## src/design/frp_pkg.sv

```systemverilog
// frp_pkg: shared types and constants of the frame receive parser
// holds event codes, register indexes, reset values and the result/config structs
// no dependencies
package frp_pkg;

  localparam int unsigned ByteW = 8;
  localparam int unsigned LenW  = 16;
  localparam int unsigned EvW   = 2;

  // configuration register indexes
  localparam logic CfgHead = 1'b0;
  localparam logic CfgTail = 1'b1;

  // register reset values
  localparam logic [ByteW-1:0] HeadReset = 8'hF5;
  localparam logic [ByteW-1:0] TailReset = 8'h5F;

  // frame event reported with each byte
  typedef enum logic [EvW-1:0] {
    EV_NONE     = 2'd0,
    EV_OK       = 2'd1,
    EV_SUM_BAD  = 2'd2,
    EV_TAIL_BAD = 2'd3
  } evt_e;

  typedef struct packed {
    logic [ByteW-1:0] head_code;
    logic [ByteW-1:0] tail_code;
  } cfg_t;

  typedef struct packed {
    evt_e             event_res;
    logic [ByteW-1:0] frame_command;
    logic [LenW-1:0]  frame_length;
    logic             payload_valid;
    logic [LenW-1:0]  payload_index;
    logic [ByteW-1:0] payload_byte;
  } res_t;

endpackage

```

## src/design/frp_cfg_regs.sv

```systemverilog
// frp_cfg_regs: head and tail code registers behind the plain write port
// depends on frp_pkg
module frp_cfg_regs (
  input  logic                     clk_i,
  input  logic                     rst_ni,
  input  logic                     cfg_we_i,
  input  logic                     cfg_addr_i,
  input  logic [frp_pkg::ByteW-1:0] cfg_wdata_i,
  output frp_pkg::cfg_t            cfg_o
);

  frp_pkg::cfg_t cfg_q;

  // register writes
  always_ff @(posedge clk_i or negedge rst_ni) begin
    if (!rst_ni) begin
      cfg_q.head_code <= frp_pkg::HeadReset;
      cfg_q.tail_code <= frp_pkg::TailReset;
    end else if (cfg_we_i) begin
      case (cfg_addr_i)
        frp_pkg::CfgHead: cfg_q.head_code <= cfg_wdata_i;
        frp_pkg::CfgTail: cfg_q.tail_code <= cfg_wdata_i;
        default: ;
      endcase
    end
  end

  assign cfg_o = cfg_q;

endmodule

```

## src/design/frp_parser.sv

```systemverilog
// frp_parser: frame phase machine, length/command/checksum state and result logic
// depends on frp_pkg
module frp_parser (
  input  logic                      clk_i,
  input  logic                      rst_ni,
  input  logic                      step_i,
  input  logic [frp_pkg::ByteW-1:0] byte_i,
  input  frp_pkg::cfg_t             cfg_i,
  output frp_pkg::res_t             res_o
);

  typedef enum logic [2:0] {
    PH_IDLE   = 3'd0,
    PH_LEN_HI = 3'd1,
    PH_LEN_LO = 3'd2,
    PH_CMD    = 3'd3,
    PH_DATA   = 3'd4,
    PH_SUM    = 3'd5,
    PH_TAIL   = 3'd6
  } phase_e;

  phase_e                    phase_q, phase_d;
  logic [frp_pkg::LenW-1:0]  length_q, length_d;
  logic [frp_pkg::LenW-1:0]  remaining_q, remaining_d;
  logic [frp_pkg::ByteW-1:0] command_q, command_d;
  logic [frp_pkg::ByteW-1:0] sum_q, sum_d;
  frp_pkg::evt_e             ev;
  logic                      pvalid;
  logic [frp_pkg::LenW-1:0]  pindex;
  logic [frp_pkg::ByteW-1:0] pbyte;

  // next state and result for the byte in hand
  always_comb begin
    phase_d     = phase_q;
    length_d    = length_q;
    remaining_d = remaining_q;
    command_d   = command_q;
    sum_d       = sum_q;
    ev          = frp_pkg::EV_NONE;
    pvalid      = 1'b0;
    pindex      = '0;
    pbyte       = '0;
    case (phase_q)
      PH_IDLE: begin
        if (byte_i == cfg_i.head_code) phase_d = PH_LEN_HI;
      end
      PH_LEN_HI: begin
        length_d = {byte_i, {frp_pkg::ByteW{1'b0}}};
        phase_d  = PH_LEN_LO;
      end
      PH_LEN_LO: begin
        length_d    = {length_q[frp_pkg::LenW-1:frp_pkg::ByteW], byte_i};
        remaining_d = {length_q[frp_pkg::LenW-1:frp_pkg::ByteW], byte_i};
        phase_d     = PH_CMD;
      end
      PH_CMD: begin
        command_d = byte_i;
        sum_d     = byte_i;
        // empty payload skips straight to the checksum
        phase_d   = (remaining_q == '0) ? PH_SUM : PH_DATA;
      end
      PH_DATA: begin
        pvalid      = 1'b1;
        pindex      = length_q - remaining_q;
        pbyte       = byte_i;
        sum_d       = sum_q + byte_i;
        remaining_d = remaining_q - 1'b1;
        if (remaining_q == frp_pkg::LenW'(1)) phase_d = PH_SUM;
      end
      PH_SUM: begin
        if (byte_i == sum_q) begin
          phase_d = PH_TAIL;
        end else begin
          ev      = frp_pkg::EV_SUM_BAD;
          phase_d = PH_IDLE;
        end
      end
      PH_TAIL: begin
        ev      = (byte_i == cfg_i.tail_code) ? frp_pkg::EV_OK : frp_pkg::EV_TAIL_BAD;
        phase_d = PH_IDLE;
      end
      default: begin
        phase_d = PH_IDLE;
      end
    endcase
  end

  // parser state, advanced once per transfer
  always_ff @(posedge clk_i or negedge rst_ni) begin
    if (!rst_ni) begin
      phase_q     <= PH_IDLE;
      length_q    <= '0;
      remaining_q <= '0;
      command_q   <= '0;
      sum_q       <= '0;
    end else if (step_i) begin
      phase_q     <= phase_d;
      length_q    <= length_d;
      remaining_q <= remaining_d;
      command_q   <= command_d;
      sum_q       <= sum_d;
    end
  end

  // result reflects the state after this byte
  always_comb begin
    res_o.event_res     = ev;
    res_o.frame_command = command_d;
    res_o.frame_length  = length_d;
    res_o.payload_valid = pvalid;
    res_o.payload_index = pindex;
    res_o.payload_byte  = pbyte;
  end

endmodule

```

## src/design/frp_result_reg.sv

```systemverilog
// frp_result_reg: output register of the result channel with stall handling
// depends on frp_pkg
module frp_result_reg (
  input  logic          clk_i,
  input  logic          rst_ni,
  input  logic          load_i,
  input  frp_pkg::res_t res_i,
  input  logic          stall_i,
  output logic          ready_o,
  output logic          valid_o,
  output frp_pkg::res_t res_o
);

  logic          valid_q, valid_d;
  frp_pkg::res_t res_q;

  // free when empty or when the held result is taken this cycle
  assign ready_o = !valid_q || !stall_i;

  always_comb begin
    valid_d = valid_q;
    if (load_i)       valid_d = 1'b1;
    else if (ready_o) valid_d = 1'b0;
  end

  always_ff @(posedge clk_i or negedge rst_ni) begin
    if (!rst_ni) begin
      valid_q <= 1'b0;
    end else begin
      valid_q <= valid_d;
    end
  end

  // payload, no reset needed
  always_ff @(posedge clk_i) begin
    if (load_i) res_q <= res_i;
  end

  assign valid_o = valid_q;
  assign res_o   = res_q;

endmodule

```

## src/design/frame_receive_parser.sv

```systemverilog
// frame_receive_parser: top level of the length-prefixed frame receiver
// depends on frp_pkg, frp_cfg_regs, frp_parser, frp_result_reg
//
// Usage
// - input channel: one received byte per transfer on rx_byte_i, in_valid_i / in_stall_o
// - result channel: one result per input byte on out_valid_o / out_stall_i: frame event,
//   current command and length, and the payload byte with its index when it is one
// - config port: cfg_we_i writes cfg_wdata_i to head code (index 0) or tail code
//   (index 1); write only while no byte is in flight
// - path: a taken byte is held in the input register, then passes through the parser
//   logic into the output register
// - throughput: one byte per cycle while out_stall_i is low, set by the single parser
//   step between the input and output registers
// - reset: parser idle waiting for a head byte, length/command/checksum zero, head
//   code 0xF5, tail code 0x5F, both pipeline registers empty
// - stall: while out_stall_i holds a result, the output register keeps it; once the
//   input register is also full, in_stall_o rises and no byte is lost
module frame_receive_parser (
  input  logic                      clk_i,
  input  logic                      rst_ni,
  input  logic                      cfg_we_i,
  input  logic                      cfg_addr_i,
  input  logic [frp_pkg::ByteW-1:0] cfg_wdata_i,
  input  logic                      in_valid_i,
  output logic                      in_stall_o,
  input  logic [frp_pkg::ByteW-1:0] rx_byte_i,
  output logic                      out_valid_o,
  input  logic                      out_stall_i,
  output logic [frp_pkg::EvW-1:0]   event_res_o,
  output logic [frp_pkg::ByteW-1:0] frame_command_o,
  output logic [frp_pkg::LenW-1:0]  frame_length_o,
  output logic                      payload_valid_o,
  output logic [frp_pkg::LenW-1:0]  payload_index_o,
  output logic [frp_pkg::ByteW-1:0] payload_byte_o
);

  frp_pkg::cfg_t             cfg;
  frp_pkg::res_t             step_res;
  frp_pkg::res_t             out_res;
  logic                      in_valid_q, in_valid_d;
  logic [frp_pkg::ByteW-1:0] in_byte_q;
  logic                      out_ready;
  logic                      advance;
  logic                      in_take;

  frp_cfg_regs u_cfg (
    .clk_i       (clk_i),
    .rst_ni      (rst_ni),
    .cfg_we_i    (cfg_we_i),
    .cfg_addr_i  (cfg_addr_i),
    .cfg_wdata_i (cfg_wdata_i),
    .cfg_o       (cfg)
  );

  // input register
  assign advance    = in_valid_q && out_ready;
  assign in_stall_o = in_valid_q && !out_ready;
  assign in_take    = in_valid_i && !in_stall_o;

  always_comb begin
    in_valid_d = in_valid_q;
    if (in_take)      in_valid_d = 1'b1;
    else if (advance) in_valid_d = 1'b0;
  end

  always_ff @(posedge clk_i or negedge rst_ni) begin
    if (!rst_ni) begin
      in_valid_q <= 1'b0;
    end else begin
      in_valid_q <= in_valid_d;
    end
  end

  always_ff @(posedge clk_i) begin
    if (in_take) in_byte_q <= rx_byte_i;
  end

  frp_parser u_parser (
    .clk_i  (clk_i),
    .rst_ni (rst_ni),
    .step_i (advance),
    .byte_i (in_byte_q),
    .cfg_i  (cfg),
    .res_o  (step_res)
  );

  frp_result_reg u_out (
    .clk_i   (clk_i),
    .rst_ni  (rst_ni),
    .load_i  (advance),
    .res_i   (step_res),
    .stall_i (out_stall_i),
    .ready_o (out_ready),
    .valid_o (out_valid_o),
    .res_o   (out_res)
  );

  // result fields
  assign event_res_o     = out_res.event_res;
  assign frame_command_o = out_res.frame_command;
  assign frame_length_o  = out_res.frame_length;
  assign payload_valid_o = out_res.payload_valid;
  assign payload_index_o = out_res.payload_index;
  assign payload_byte_o  = out_res.payload_byte;

`ifndef ASSERT_OFF
  // payload bytes never carry a frame event
  assert property (@(posedge clk_i) disable iff (!rst_ni)
    (out_valid_o && payload_valid_o) |-> (event_res_o == frp_pkg::EV_NONE))
    else $error("payload byte reported with a frame event");

  // non-payload results have zero index and byte
  assert property (@(posedge clk_i) disable iff (!rst_ni)
    (out_valid_o && !payload_valid_o) |-> (payload_index_o == '0 && payload_byte_o == '0))
    else $error("non-payload result carries payload data");

  // input stalls only when both registers are full and the output is held
  assert property (@(posedge clk_i) disable iff (!rst_ni)
    in_stall_o |-> (in_valid_q && out_valid_o && out_stall_i))
    else $error("input stalled without back-pressure");

  // a held byte moves on once the result register frees up
  assert property (@(posedge clk_i) disable iff (!rst_ni)
    (in_valid_q && !(out_valid_o && out_stall_i)) |=> out_valid_o)
    else $error("held byte failed to reach the result register");
`endif

endmodule
```

## config.mk

```make
export PLATFORM = sky130hd
export DESIGN_NAME = frame_receive_parser
export DESIGN_NICKNAME = d
export VERILOG_FILES = /design/src/design/frp_pkg.sv /design/src/design/frp_cfg_regs.sv /design/src/design/frp_parser.sv /design/src/design/frp_result_reg.sv /design/src/design/frame_receive_parser.sv
export SDC_FILE = /design/constraint.sdc
export NUM_CORES = 1
export LEC_CHECK = 0
export BUFFER_PORTS_ARGS = -buffer_cell sky130_fd_sc_hd__buf_2
export CORE_ASPECT_RATIO = 1.1
export CORE_MARGIN = 2
export CORE_UTILIZATION = 59
export DETAILED_ROUTE_END_ITERATION = 6
export GPL_TIMING_DRIVEN = 0
export PLACE_DENSITY_LB_ADDON = 0.05
export SYNTH_ARGS = -nofsm -noshare
export SYNTH_HDL_FRONTEND = slang
export SYNTH_HIERARCHICAL = 1
export SYNTH_SLANG_ARGS = --single-unit
```

## constraint.sdc

```tcl
create_clock -name clk_i -period 3.6 [get_ports clk_i]
set_input_delay 0.54 -clock clk_i [delete_from_list [all_inputs] [get_ports clk_i]]
set_output_delay 0.54 -clock clk_i [all_outputs]
set_load 0.03 [all_outputs]
```

Yosys cells after proc, flatten, opt, wreduce, memory -nomap -nowiden
Index checks and enable logic that the tools add are counted.

Register bits after elaboration: 128. Bits of input ports: 22. Output and inout port bits: 53. Logic and storage cells: 68.

$add $sub $neg: 3. Equal/unequal tests: 12. Muxes and demuxes: 17. Bitwise logic cells: 1. Reductions and logical operators: 19.

Operator list (count): $pmux 16 s2 (2); $eq 8x8->1 (3); $pmux 3 s6 (1); $eq 16x1->1 const B (1); $logic_not 16->1 (1); $pmux 8 s2 (1); $sub 16x1->16 const B (1); $sub 16x16->16 (1); $eq 3x3->1 const B (3); $mux 3 (3); $add 8x8->8 (1); $mux 8 (1); $reduce_and 2->1 (4); $reduce_bool 2->1 (4); $eq 3x2->1 const B (2); $mux 1 (6); $logic_not 1->1 (4); $mux 2 (2); $ne 2x1->1 const B (2); $pmux 2 s2 (1); $eq 3x1->1 const B (1); $logic_and 1x1->1 (3); $logic_not 3->1 (1); $reduce_and 3->1 (1); 2 further kinds (2).

Logic depth before layout (Yosys ltp)
Word-level depth: 7. Gate-level depth with buffers: 10. Gate-level depth less buffers: 9.

Modules after synthesis
Netlist, hierarchy kept.

Modules (own cells, without submodules): frp_parser (instances 1, cells each 530, area an instance 4314.1 um^2); frp_result_reg (instances 1, cells each 54, area an instance 1567.8 um^2); frp_cfg_regs (instances 1, cells each 35, area an instance 656.9 um^2); frame_receive_parser (instances 1, cells each 14, area an instance 304.0 um^2).

Worst setup path after synthesis
No wires, ideal clock.

Path kind: reg-to-reg. Start: register u_out.valid_q (netlist: u_out/valid_o). End: register u_parser/remaining_q[3] (netlist name). Library setup time: 135 ps. Data arrival time: 3151 ps. Setup slack: 314 ps. Stages on the path, launching flop included: 10. Period minus slack after synthesis: 3286 ps. Path through: dfrtp_1 nand2_1 and2_1 buf_2 inv_1 or3_1 buf_2 buf_2 o21ai_0 o21ai_0.

Word-level cells in the longest chain between the ends: 4.

RTL lines: from (decl) (line frp_result_reg.sv:14) `logic valid_q, valid_d;`; from (signal assigned) (line frp_result_reg.sv:30) `valid_q <= valid_d;`; $logic_not 1->1 (line frp_result_reg.sv:18) `assign ready_o = !valid_q || !stall_i;`; $logic_or 1x1->1 (line frp_result_reg.sv:18); named net out_ready (line frame_receive_parser.sv:42) `logic out_ready;`; $logic_and 1x1->1 (line frame_receive_parser.sv:56) `assign advance = in_valid_q && out_ready;`; named net advance (line frame_receive_parser.sv:43) `logic advance;`; $reduce_and 2->1 (no source line); to (signal assigned) (line frp_parser.sv:99) `remaining_q <= remaining_d;`; to (decl) (line frp_parser.sv:24) `logic [frp_pkg::LenW-1:0] remaining_q, remaining_d;`.

The timed path passes the listed nets, and every way through them passes these cells. A chain may end at the register's enable or synchronous reset.

Final worst setup path
Start: register in_byte_q[1] (netlist name). End: register u_parser/sum_q[6] (netlist name).

Word-level cells in the longest chain between the ends: 2.

RTL lines: from (decl) (line frame_receive_parser.sv:41) `logic [frp_pkg::ByteW-1:0] in_byte_q;`; from (signal assigned) (line frame_receive_parser.sv:75) `if (in_take) in_byte_q <= rx_byte_i;`; $add 8x8->8 (line frp_parser.sv:66) `sum_d = sum_q + byte_i;`; $pmux 8 s2 (line frp_parser.sv:43) `case (phase_q)`; to (signal assigned) (line frp_parser.sv:101) `sum_q <= sum_d;`; to (decl) (line frp_parser.sv:26) `logic [frp_pkg::ByteW-1:0] sum_q, sum_d;`.

Every way passes these cells.

==> results.rst <==
.. list-table::
   :header-rows: 1

   * - Metric
     - Value
   * - Antenna violations before repair
     - 0
   * - Via count of the first global-routing pass
     - 5027
   * - Die span in x
     - around 110 um
   * - Gate Count Post-Synth
     - 633
   * - Placed insts
     - between 800 and 900
   * - Total negative slack
     - 0 ns
   * - Area share of and/or/nand/nor cells after synthesis
     - roughly 14%
   * - Sink of the worst hold path
     - in_byte_q[6]$_DFFE_PP_
   * - Critical path required time
     - 3.93 ns
   * - Area added between synthesis and finish
     - 16.8%
   * - H-Tree Depth
     - 4
   * - Power density of the placed cells
     - 909 mW/mm^2
   * - Pre-antenna DRT Iters
     - 5
   * - Main combinational cell family by area after synthesis
     - compound AO/OA/AOI/OAI gates
   * - Fin. max-slew vios
     - 0
   * - Crit share post-route
     - 76.4%
   * - Final count of negative-setup-slack endpoints
     - 0
   * - Number of nets in the synthesized netlist
     - 681
   * - GRT Residual Overflow
     - 0
   * - Layout cells sized above 1
     - between 20 and 30%
   * - Number of buffers created by CTS
     - 17
   * - Number of placement rows
     - 41
   * - Hold Fails Final Rpt
     - 0
   * - Post-Route M1 WL
     - about 6800 um
   * - Post-Syn Area
     - 0.00684 sq mm
   * - Crit path time final
     - approximately 2.7 ns
   * - Library cell with the highest instance count after synthesis
     - sky130_fd_sc_hd__nor2_1
   * - Number of library cell types mapped by synthesis
     - slightly below 70
   * - Worst Clk Skew
     - 0.00653 ns
   * - Path class of the lowest-slack min-delay path
     - in2reg
   * - DRC violations left
     - 0
   * - Longest Clk Path Bufs
     - 2
   * - Insertion delay of the later-clocked pin in the worst-skew pair
     - 0.41 ns
   * - Data arrival time of the critical path
     - 3.07 ns
   * - Relative slew margins
     - 49.3%
   * - CP Capture Type
     - register
   * - Portion of the post-synthesis area used by sequential elements
     - 51.3%
   * - Initial standard-cell utilization of the core
     - 60.1%
   * - Max-cap violation count
     - 0
   * - Syn Area/Cell
     - roughly 11 sq um
   * - Share of the synthesized area in compound gates (AO/OA/AOI/OAI)
     - 14.5%
   * - Endpoint of the worst register-to-register path
     - u_parser/sum_q[6]$_DFFE_PN0P_
   * - RSZ-0062 raised after global routing
     - false
   * - Floorplan die height
     - around 120 um
   * - Share of the synthesized area in the top cell type
     - 25.9%
   * - Async set-reset flop share out of synthesis
     - 53.9%
   * - Number of design-rule violations left by the first detailed-router iteration
     - 412
   * - Cell area after layout
     - 0.00799 sq mm
   * - CTS hold repair buffers
     - 1
   * - Run status
     - finished clean
   * - Uppermost layer routed
     - met4
   * - Number of flops mapped to enable cells by yosys
     - 59
   * - Xor-xnor portion of the synthesized cell area
     - 3.46%
   * - Total number of vias
     - 5200
   * - Largest net degree at the start of global routing
     - 69
   * - Post-detailed-route via-to-cell ratio
     - 5.83
   * - Final wirelength
     - 15600 um
   * - Non-filler cells, final
     - 892
   * - Num Clock Sinks
     - 128
   * - Port Buffers
     - 74
   * - Highest ir drop seen on vdd
     - 0.000390 V
   * - Core outline area
     - 0.0114 sq mm
   * - Met2 WL post-DR
     - between 7000 and 8000 um
   * - Wire length of the first global-routing pass
     - roughly 25000 um
   * - Worst reg2reg path depth
     - 9
   * - Total number of yosys warnings
     - 6
   * - Leading register cell type out of synthesis
     - sky130_fd_sc_hd__edfxtp_1
   * - Reg-to-reg setup timing slack
     - 0.85 ns
   * - Total routing usage reported by global routing
     - a little over a quarter
   * - Worst hold path cell count
     - 1
   * - Startpoint of the worst-slack reg-to-reg timing path
     - in_byte_q[1]$_DFFE_PP_
   * - Routed length per instance
     - 17.4 um
   * - Die footprint
     - 0.0125 sq mm
   * - Flip-flop and latch count after synthesis
     - 128
   * - Transition at the pin with the smallest max-transition slack
     - 0.742 ns
   * - Startpoint-to-endpoint class of the critical path
     - reg2reg
   * - Dpl cell area
     - 0.00745 sq mm
   * - Mux cell area share after synthesis
     - 7.28%
   * - Number of buffers inserted to repair setup after CTS
     - 0
   * - Remaining number of nets flagged by the antenna check after routing
     - 0
   * - Antenna cell count
     - 0
   * - Count of instances resized after the clock tree is built
     - 0
   * - Weighted congestion at the end of routability-driven global placement
     - between 0.8 and 0.9
   * - Clock root buffer
     - sky130_fd_sc_hd__clkbuf_16
   * - Total length of routed met3 wires
     - 826 um
   * - Cell type with the largest total area after synthesis
     - sky130_fd_sc_hd__edfxtp_1
   * - Clock slew seen by the registers of the worst setup and hold paths
     - approximately 0.06 ns
   * - Source of the worst hold timing path
     - rx_byte_i[6]
   * - TritonCTS clock tree
     - done
   * - Leading cell types by count after synthesis
     - sky130_fd_sc_hd__nor2_1 (75), sky130_fd_sc_hd__edfxtp_1 (59), sky130_fd_sc_hd__dfrtp_1 (57), sky130_fd_sc_hd__nand2_1 (52), sky130_fd_sc_hd__a21oi_1 (33)
   * - Sort of element at the start of the critical path
     - register
   * - Critical path startpoint
     - in_byte_q[1]$_DFFE_PP_
   * - Post-detail-place hpwl
     - 10900 um
   * - Number of top-level design ports
     - 75
   * - Biggest fanout along the worst timing path
     - 7
   * - Pleak
     - 3.44 nW
   * - Highest clock frequency the design can meet
     - 0.364 GHz
   * - Layout net count
     - 777
   * - Cells taking the most area after synthesis
     - sky130_fd_sc_hd__edfxtp_1 (26%), sky130_fd_sc_hd__dfrtp_1 (21%), sky130_fd_sc_hd__mux2_2 (4.9%)
   * - Fraction of the mapped netlist area in adder cells
     - 4.97%
==> worst max-delay path by stage <==
stage	slack, ns	to
2_1_floorplan	0.31	u_parser/remaining_q[3]$_DFFE_PN0P_
3_3_place_gp	-0.56	u_parser/remaining_q[1]$_DFFE_PN0P_
3_5_place_dp	0.76	u_parser/remaining_q[1]$_DFFE_PN0P_
4_1_cts	0.87	u_parser/sum_q[6]$_DFFE_PN0P_
5_1_grt	0.68	u_parser/sum_q[6]$_DFFE_PN0P_
6_report	0.85	u_parser/sum_q[6]$_DFFE_PN0P_
==> per-stage QoR <==
stage               hold WS [ns]  setup slack [ns]  power (mW)  util (%)
floorplan                  0.244             0.314        4.88         -
global placement           0.468            -0.560        5.55      65.0
detailed placement         0.340             0.759        5.67      65.4
CTS                        0.291             0.868        7.25      70.2
global route               0.295             0.680        7.72      70.2
finish                     0.297             0.851        7.26      70.2
==> logic make-up (layout without fill, tap and decap cells) <==
family,count (synthesis),in the layout
buf+inv,67,176
compound gates,147,147
fa+ha+maj,26,26
simple gates,196,196
mux,42,42
flops,128,128
xor+xnor,27,27
==> final cells by class <==
class,count,area (sq um)
Fill cell,889,3390
Timing Repair Buffer,77,430
Tap cell,150,188
Inverter,31,116
Multi-Input combinational cell,438,3020
Clock inverter,12,95.1
Buffer,36,193
Clock buffer,20,437
Sequential cell,128,3510
==> cell usage in the layout (no fill, tap or decap), types with 19 or more instances in the layout <==
master                      n
sky130_fd_sc_hd__buf_2     83
sky130_fd_sc_hd__mux2_2    30
sky130_fd_sc_hd__a21oi_1   33
sky130_fd_sc_hd__clkbuf_1  19
sky130_fd_sc_hd__nand2_1   52
sky130_fd_sc_hd__edfxtp_1  59
sky130_fd_sc_hd__nor2_1    75
sky130_fd_sc_hd__dfrtp_1   57
sky130_fd_sc_hd__ha_1      24
sky130_fd_sc_hd__inv_1     30
sky130_fd_sc_hd__o21ai_0   28
==> sequential cells by signal (all words and copies together), names as in the netlist <==
signal and flops:
in_valid_q 1, u_parser/remaining_q 16, u_parser/sum_q 8, in_byte_q 8, u_out/res_o 51, u_cfg/cfg_o 16, u_parser/length_q 16, u_parser/command_q 8
u_parser/phase_q 3, u_out/valid_o 1
==> critical path, cell delays in order (launching register included) <==
cell,delay [ns]
sky130_fd_sc_hd__edfxtp_1,0.35
sky130_fd_sc_hd__clkbuf_1,0.32
sky130_fd_sc_hd__inv_1,0.24
sky130_fd_sc_hd__fa_1,0.49
sky130_fd_sc_hd__nor2b_1,0.22
sky130_fd_sc_hd__o31a_1,0.17
sky130_fd_sc_hd__o21ai_0,0.13
sky130_fd_sc_hd__a2111oi_0,0.54
sky130_fd_sc_hd__a31oi_1,0.09
sky130_fd_sc_hd__o211ai_1,0.11
==> report_power, final <==
part	switching (mW)	internal, mW	leakage [nW]
clock network	0.610	0.938	0.257
registers	0.361	2.09	1.38
logic	1.96	1.31	1.80
total	2.93	4.33	3.44
==> per-layer routing <==
metal  vias up  GRT usage (%)
li1       2481              -
met1      2504           34.3
met2       174           42.8
met3        41           4.43
met4         0           13.4
met5         -              0
Note: power is estimated with default switching activity, not from simulation.
